<file path="config.mk">
export PLATFORM = sky130hd
export DESIGN_NAME = replay_window_guard_unit
export DESIGN_NICKNAME = d
export VERILOG_FILES = /design/src/hdl/rwg_pkg.sv /design/src/hdl/rwg_cfg.sv /design/src/hdl/rwg_core.sv /design/src/hdl/replay_window_guard_unit.sv
export SDC_FILE = /design/constraint.sdc
export NUM_CORES = 2
export LEC_CHECK = 0
export CAP_MARGIN = 20
export CORE_MARGIN = 5
export CORE_UTILIZATION = 59
export CTS_CLUSTER_SIZE = 28
export DETAILED_ROUTE_END_ITERATION = 16
export DONT_BUFFER_PORTS = 1
export HOLD_SLACK_MARGIN = 0.12
export PLACE_DENSITY = 0.78
export SETUP_SLACK_MARGIN = 0.4
export SLEW_MARGIN = 20
export SYNTH_ARGS = -nofsm -noshare
export SYNTH_HDL_FRONTEND = slang
export SYNTH_SLANG_ARGS = --single-unit
</file>
<file path="constraint.sdc">
create_clock -name clk -period 7.1 [get_ports clk]
set_input_delay 1.065 -clock clk [delete_from_list [all_inputs] [get_ports clk]]
set_output_delay 1.065 -clock clk [all_outputs]
set_load 0.03 [all_outputs]
</file>
<file path="src/hdl/rwg_pkg.sv">
// Shared types and constants for the replay window guard.
// Used by rwg_cfg, rwg_core and replay_window_guard_unit; no dependencies.
package rwg_pkg;

  localparam int WINDOW_SIZE = 64;
  localparam int WIN_IDX_W   = (WINDOW_SIZE > 1) ? $clog2(WINDOW_SIZE) : 1;
  localparam int SEQ_W       = 64;
  localparam int TIME_W      = 48;
  localparam int CFG_W       = 32;
  localparam int CNT_W       = 32;
  localparam int ADDR_W      = 3;
  localparam int IN_W        = SEQ_W + 2 * TIME_W;
  localparam int RES_W       = 2 + 2 * CNT_W;
  localparam int OUT_W       = ((RES_W + 7) / 8) * 8;

  localparam logic [CNT_W-1:0] CNT_MAX = '1;

  typedef enum logic [1:0] {
    DEC_ACCEPT = 2'd0,
    DEC_FUTURE = 2'd1,
    DEC_STALE  = 2'd2,
    DEC_DUP    = 2'd3
  } decision_t;

  typedef enum logic {
    REG_STALENESS = 1'b0,
    REG_SKEW      = 1'b1
  } reg_idx_t;

  typedef struct packed {
    logic [CFG_W-1:0] staleness_limit_ms;
    logic [CFG_W-1:0] future_skew_ms;
  } cfg_t;

  typedef struct packed {
    logic [TIME_W-1:0] now_time_ms;
    logic [TIME_W-1:0] packet_time_ms;
    logic [SEQ_W-1:0]  sequence_number;
  } item_t;

  typedef struct packed {
    logic [CNT_W-1:0] rejected_total;
    logic [CNT_W-1:0] accepted_total;
    decision_t        decision;
  } result_t;

endpackage

</file>
<file path="src/hdl/rwg_cfg.sv">
// APB-style register file for the replay window guard.
// Depends on rwg_pkg for the register index codes and cfg_t.
module rwg_cfg
  import rwg_pkg::*;
(
  input  logic              clk,
  input  logic              rst,
  input  logic              psel,
  input  logic              penable,
  input  logic              pwrite,
  input  logic [ADDR_W-1:0] paddr,
  input  logic [31:0]       pwdata,
  output logic [31:0]       prdata,
  output logic              pready,
  output cfg_t              cfg
);

  reg_idx_t reg_idx;
  logic     wr_en;

  assign pready  = 1'b1;
  assign reg_idx = reg_idx_t'(paddr[2]);
  assign wr_en   = psel && penable && pwrite && pready;

  always_ff @(posedge clk) begin
    if (rst) begin
      cfg <= '0;
    end else if (wr_en) begin
      case (reg_idx)
        REG_STALENESS: cfg.staleness_limit_ms <= pwdata;
        REG_SKEW:      cfg.future_skew_ms     <= pwdata;
        default:       ;
      endcase
    end
  end

  always_comb begin
    case (reg_idx)
      REG_STALENESS: prdata = cfg.staleness_limit_ms;
      REG_SKEW:      prdata = cfg.future_skew_ms;
      default:       prdata = '0;
    endcase
  end

endmodule

</file>
<file path="src/hdl/rwg_core.sv">
// Decision logic and replay state (bitmap, highest sequence, last time, counters).
// Depends on rwg_pkg; state advances only on a step.
module rwg_core
  import rwg_pkg::*;
(
  input  logic    clk,
  input  logic    rst,
  input  logic    step,
  input  item_t   item,
  input  cfg_t    cfg,
  output result_t res
);

  logic [WINDOW_SIZE-1:0] seen_window, seen_window_next;
  logic [SEQ_W-1:0]       highest_sequence, highest_sequence_next;
  logic [TIME_W-1:0]      last_accept_time, last_accept_time_next;
  logic [CNT_W-1:0]       accept_count, accept_count_next;
  logic [CNT_W-1:0]       reject_count, reject_count_next;

  logic [TIME_W:0]  future_lim;
  logic [TIME_W:0]  stale_sum;
  logic             is_future, is_stale, is_newer;
  logic [SEQ_W-1:0] gap, off;
  decision_t        decision;

  // Time checks at one extra bit so nothing wraps.
  assign future_lim = {1'b0, item.now_time_ms} + (TIME_W+1)'(cfg.future_skew_ms);
  assign stale_sum  = {1'b0, item.packet_time_ms} + (TIME_W+1)'(cfg.staleness_limit_ms);
  assign is_future  = {1'b0, item.packet_time_ms} > future_lim;
  assign is_stale   = (last_accept_time != '0) && (stale_sum < {1'b0, last_accept_time});
  assign is_newer   = item.sequence_number > highest_sequence;
  assign gap        = item.sequence_number - highest_sequence;
  assign off        = highest_sequence - item.sequence_number;

  always_comb begin
    seen_window_next      = seen_window;
    highest_sequence_next = highest_sequence;
    last_accept_time_next = last_accept_time;
    decision              = DEC_ACCEPT;
    if (is_future) begin
      decision = DEC_FUTURE;
    end else if (is_stale) begin
      decision = DEC_STALE;
    end else if (is_newer) begin
      // Slide the window; a gap of a whole window or more clears it.
      if (gap >= SEQ_W'(WINDOW_SIZE)) begin
        seen_window_next = '0;
      end else begin
        seen_window_next = seen_window << gap[WIN_IDX_W-1:0];
      end
      seen_window_next[0]   = 1'b1;
      highest_sequence_next = item.sequence_number;
      last_accept_time_next = item.packet_time_ms;
    end else if (off >= SEQ_W'(WINDOW_SIZE)) begin
      decision = DEC_DUP;
    end else if (seen_window[off[WIN_IDX_W-1:0]]) begin
      decision = DEC_DUP;
    end else begin
      seen_window_next[off[WIN_IDX_W-1:0]] = 1'b1;
    end
  end

  always_comb begin
    accept_count_next = accept_count;
    reject_count_next = reject_count;
    if (decision == DEC_ACCEPT) begin
      if (accept_count != CNT_MAX) accept_count_next = accept_count + 1'b1;
    end else begin
      if (reject_count != CNT_MAX) reject_count_next = reject_count + 1'b1;
    end
  end

  assign res.decision       = decision;
  assign res.accepted_total = accept_count_next;
  assign res.rejected_total = reject_count_next;

  always_ff @(posedge clk) begin
    if (rst) begin
      seen_window      <= '0;
      highest_sequence <= '0;
      last_accept_time <= '0;
      accept_count     <= '0;
      reject_count     <= '0;
    end else if (step) begin
      seen_window      <= seen_window_next;
      highest_sequence <= highest_sequence_next;
      last_accept_time <= last_accept_time_next;
      accept_count     <= accept_count_next;
      reject_count     <= reject_count_next;
    end
  end

  a_accept_inc: assert property (@(posedge clk) disable iff (rst)
    step && decision == DEC_ACCEPT && accept_count != CNT_MAX
    |=> accept_count == $past(accept_count) + 1'b1)
    else $error("accept counter did not advance on an accepted packet");

  a_reject_hold: assert property (@(posedge clk) disable iff (rst)
    step && decision != DEC_ACCEPT |=> accept_count == $past(accept_count))
    else $error("accept counter moved on a rejected packet");

  a_window_adv: assert property (@(posedge clk) disable iff (rst)
    step && !is_future && !is_stale && is_newer
    |=> seen_window[0] && highest_sequence == $past(item.sequence_number))
    else $error("window advance did not load the new head");

endmodule

</file>
<file path="src/hdl/replay_window_guard_unit.sv">
// Replay window guard: timestamp checks plus a sliding anti-replay bitmap.
// A beat passes the input register, then the result register; one beat per cycle
// while m_tready is high. Bitmap and counters update on each step in rwg_core.
// Reset (rst, synchronous, active high) clears valid flags, bitmap, head, last time
// and counters at once; no clearing pass, so beats are taken from the first cycle.
// Depends on rwg_pkg, rwg_cfg and rwg_core.
module replay_window_guard_unit
  import rwg_pkg::*;
(
  input  logic              clk,
  input  logic              rst,
  // Input stream
  input  logic              s_tvalid,
  output logic              s_tready,
  // s_tdata: sequence_number[63:0], packet_time_ms[111:64], now_time_ms[159:112]
  input  logic [IN_W-1:0]   s_tdata,
  // Result stream
  output logic              m_tvalid,
  input  logic              m_tready,
  // m_tdata: decision[1:0], accepted_total[33:2], rejected_total[65:34], zeros above
  output logic [OUT_W-1:0]  m_tdata,
  // Configuration
  input  logic              psel,
  input  logic              penable,
  input  logic              pwrite,
  input  logic [ADDR_W-1:0] paddr,
  input  logic [31:0]       pwdata,
  output logic [31:0]       prdata,
  output logic              pready
);

  cfg_t    cfg;
  item_t   in_item;
  logic    in_valid;
  logic    out_valid;
  result_t res_comb;
  result_t res;
  logic    advance;
  logic    s_fire;

  rwg_cfg u_cfg (
    .clk     (clk),
    .rst     (rst),
    .psel    (psel),
    .penable (penable),
    .pwrite  (pwrite),
    .paddr   (paddr),
    .pwdata  (pwdata),
    .prdata  (prdata),
    .pready  (pready),
    .cfg     (cfg)
  );

  // Move the held beat into the result register whenever that slot is free
  // or being drained this cycle; the input slot then frees up in the same edge.
  assign advance  = in_valid && (!out_valid || m_tready);
  assign s_tready = !in_valid || advance;
  assign s_fire   = s_tvalid && s_tready;

  rwg_core u_core (
    .clk  (clk),
    .rst  (rst),
    .step (advance),
    .item (in_item),
    .cfg  (cfg),
    .res  (res_comb)
  );

  // Input register: hold the beat until the check consumes it.
  always_ff @(posedge clk) begin
    if (rst) begin
      in_valid <= 1'b0;
    end else if (s_fire) begin
      in_valid <= 1'b1;
    end else if (advance) begin
      in_valid <= 1'b0;
    end
  end

  always_ff @(posedge clk) begin
    if (s_fire) in_item <= item_t'(s_tdata);
  end

  // Result register: hold the verdict until the sink takes it.
  always_ff @(posedge clk) begin
    if (rst) begin
      out_valid <= 1'b0;
    end else if (advance) begin
      out_valid <= 1'b1;
    end else if (m_tready) begin
      out_valid <= 1'b0;
    end
  end

  always_ff @(posedge clk) begin
    if (advance) res <= res_comb;
  end

  assign m_tvalid = out_valid;
  assign m_tdata  = OUT_W'(res);

  a_stall_cause: assert property (@(posedge clk) disable iff (rst)
    !s_tready |-> in_valid && out_valid && !m_tready)
    else $error("input stalled without a blocked result");

  a_adv_result: assert property (@(posedge clk) disable iff (rst)
    advance |=> out_valid)
    else $error("checked beat did not reach the result register");

  a_hold_result: assert property (@(posedge clk) disable iff (rst)
    out_valid && !m_tready |=> out_valid && $stable(res))
    else $error("result beat changed while stalled");

endmodule
</file>
==> impl_metrics.csv <==
group,metric,value,unit
worst_setup_path,crit_path_end,"u_core.accept_count[12]",
final_layout,mostFrequentLayoutCell,"sky130_fd_sc_hd__nand2_1",
final_layout,final_layout_size_suffix_gt1_frac,0.09334,
job,drv_cap,0,
global_route,grt_first_pass_wirelength,205300,um
synthesis,number_of_enable_flip_flop_cells_after_synthesis,226,
worst_setup_path,r2r_start,"u_cfg.cfg[0]",
timing,setup_repair_after_global_routing_missed_its_margin,"true",
power,clock_power_share,0.353,
worst_setup_path,rr_worst_depth,30,
timing,period_needed,6469,ps
timing,timing_max_transition_violations_final,0,
detailed_routing,detail_route.vias_per_cell,6.556,
timing,timing.setup.tns,0,ps
detailed_routing,dr_total_vias,37630,
worst_setup_path,worstReg2RegEnd,"u_core.accept_count[12]",
synthesis,syn_area,39840,sq um
final_layout,postLayoutCellArea,43710,sq um
worst_setup_path,crit_path_start_kind,"register",
worst_hold_path,worstHoldPathType,"register to register",
worst_setup_path,critPathMaxFanout,9,
synthesis,sequential_cell_area_fraction_in_the_yosys_report,0.3241,
power,seq_power_share,0.381,
placement,port_buffers,0,
final_layout,num-nets-final,5298,
worst_setup_path,critPathArrivalTime,7020,ps
synthesis,syn_avg_cell_area,8.199,sq um
power,power.switching_fraction,0.3416,
clocking,clk-insertion-delay-late,680,ps
final_layout,most-common-layout-cells,"693 x sky130_fd_sc_hd__nand2_1, 605 x sky130_fd_sc_hd__a21oi_1, 350 x sky130_fd_sc_hd__nor2_1",
final_layout,final_core_utilization,0.6521,
worst_setup_path,critPathLaunch,"u_cfg.cfg[0]",
placement,place.detailed.instances,5610,
floorplan,die_x,269.9,um
final_layout,num-fill-cells,5684,
floorplan,floorplan.initialDensity,0.5943,
clocking,cts-htree-levels,2,
detailed_routing,drt-total-wl,134200,um
clocking,numCtsBuffers,57,
power,intPower,6.041,mW
worst_setup_path,critPathRequiredTime,7650,ps
worst_setup_path,max_stage_delay,520,ps
worst_setup_path,setup.worst_path.class,"register to register",
clocking,cts_hold_buffers,0,
clocking,cts_sinks,532,
timing,worst_slew_margin_rel,0.2553,
global_route,globalRoute.totalOverflow,0,
detailed_routing,drc_violation_count_after_routing,0,
synthesis,postSynth.asyncResetShare,0,
placement,detailed_place.area,41200,sq um
global_route,number_of_global_route_vias_before_repair,35490,
final_layout,layout-area-overhead-vs-synth,9.723,%
timing,finalHoldViolCount,0,
detailed_routing,drt_initial_violations,4357,
worst_setup_path,crit_top_cell,"sky130_fd_sc_hd__buf_4",
synthesis,synthFlopType,"sky130_fd_sc_hd__dfxtp_1",
worst_setup_path,endpoint_kind,"register",
outcome,outcome,"finished, final reports clean",
clocking,clock_pin_slew_on_the_worst_setup_and_hold_paths,70,ps
power,p_comb_frac,0.266,
timing,max_slew.worst_pin.slew,1105,ps
timing,fmaxAchievable,154.6,MHz
final_layout,multi_input_comb_area,25380,sq um
worst_setup_path,critical_path.slowest_cell,"sky130_fd_sc_hd__or4_4",
placement,dp.final_hpwl,99770,um
clocking,tritoncts,"yes",
detailed_routing,number_of_detailed_route_iterations_in_the_first_pass,6,
global_route,grt_start_max_net_pins,272,
worst_setup_path,reg2reg_setup_slack,630,ps
clocking,clk_root_buffer_cell,"sky130_fd_sc_hd__clkbuf_16",
floorplan,std_cell_rows,95,
timing,final_critical_path_setup_slack,630.8,ps
timing,fin_crit_sh,0.9112,
synthesis,yosysWarnings,0,
floorplan,io_pins,309,
placement,finalWeightedCongestion,1.047,
power,design_power_total,9.176,mW
power,net_load_switching_power,3.134,mW
power,leakage_component_of_the_power,16.63,nW
floorplan,die-area,72820,sq um
detailed_routing,wl_per_cell,23.39,um
floorplan,die_height,269.9,um
floorplan,core_region_area,67040,sq um
final_layout,layout.area.seq,12910,sq um
synthesis,synth.ff_latch_count,532,
clocking,clk_path_buf_depth,3,
placement,place_worst_setup_slack,-137.8,ps
power,power_per_cell_area,209.9,nW/um^2
power,power.ir.vdd_worst,258.8,uV
synthesis,synthCells,4859,
timing,hold_ws,461.0,ps
final_layout,layout.cells.non_filler,5740,
global_route,antenna_found_initial,17,
detailed_routing,ant_nets,0,
global_route,global_route.usage.total,0.3469,
timing,finalSetupViolCount,0,
synthesis,synth.lib_cells_used.distinct,99,
timing,fin_worst_skew,50.28,ps
[flip-flops by register name, summed over array words and instances (netlist names)]
signal / cells
in_valid: 1
u_cfg.cfg: 64
u_core.highest_sequence: 64
in_item: 160
m_tdata: 66
u_core.last_accept_time: 48
u_core.reject_count: 32
u_core.seen_window: 64
u_core.accept_count: 32
m_tvalid: 1
[per-layer routing]
metal / wire length, um / share of wire / vias up / GRT usage
met5: 83 / 0.00062 / - / 0
met4: 6277 / 0.047 / 12 / 0.1340
met3: 11660 / 0.087 / 356 / 0.06512
met2: 62060 / 0.46 / 1808 / 0.5779
met1: 54150 / 0.40 / 17920 / 0.4500
li1: - / - / 17540 / -
[worst max-delay path, delay by kind of cell (launching register included)]
family,cells,cell delay (ps)
compound gates,6,1030
xor+xnor,2,370
fa+ha+maj,3,900
buf+inv,6,880
flops,1,350
mux,1,160
simple gates,12,2670
[cell usage after synthesis, drive strengths merged, types with 17 or more instances]
master	count	area, sq um
mux2i	101	1011
a21o	91	683.2
o21a	67	503.0
mux4	41	923.4
ha	288	3603
o31ai	29	222.7
a21boi	30	225.2
o21ai	261	1310
nor4	42	290.3
nor3	66	335.3
and3	69	431.7
and4	19	166.4
dfxtp	306	6126
xor2	112	980.9
inv	253	949.7
nand2	693	2601
a211oi	49	395.4
nand3	112	565.5
clkbuf	179	671.9
buf	90	461.7
a31oi	49	306.5
nor2b	25	156.4
xnor2	147	1287
or3	19	118.9
mux2	52	585.6
a2111oi	17	175.2
nand2b	32	200.2
a21oi	612	3067
o21bai	19	142.6
o211ai	43	322.8
nand4	117	732.0
edfxtp	226	6787
and2	19	118.9
nor2	355	1335
[cells by family after synthesis]
kind of cell	share of synthesized area
compound gates	0.2250
other cells	0.0001885
flops	0.3241
fa+ha+maj	0.09246
mux	0.06325
xor+xnor	0.05694
simple gates	0.1855
buf+inv	0.05248
[how the worst min path moves through the flow]
stage	start	end	slack, ps	cells after the start
floorplan	u_core.highest_sequence[63]	u_core.highest_sequence[63]	440	2
global route	s_tdata[62]	in_item[62]	470	0
global placement	u_core.highest_sequence[63]	u_core.highest_sequence[63]	440	2
detailed placement	u_core.highest_sequence[63]	u_core.highest_sequence[63]	460	2
finish	u_core.highest_sequence[63]	u_core.highest_sequence[63]	460	2
CTS	s_tdata[59]	in_item[59]	460	0
[power by group through the flow]
stage                     registers (mW)  clock network, mW  logic (mW)
after global routing                3.51               3.42        2.60
final                               3.50               3.24        2.44
after CTS                           3.49               3.28        2.34
after global placement              3.55                  0        2.30
after detailed placement            3.56                  0        2.32
after floorplan                     3.52                  0        1.60
[what timing repair did]
| item | in CTS | in global routing |
|---|---|---|
| setup buffers | 1 | 6 |
| pin swaps | 7 | 18 |
| gates cloned | 0 | 1 |
| resized for setup | 22 | 45 |
| endpoints found under the setup margin | 304 | 304 |
[cell type report]
cell class                 instances  area share
multi-input combinational       3808      0.5806
tap                              873     0.02499
sequential                       532      0.2954
clock inverter                    42     0.01202
clock buffer                      66     0.03501
timing repair buffer             150     0.02931
antenna                           14   0.0008014
inverter                         255     0.02190
No activity file was read; power rests on OpenSTA's default activity.
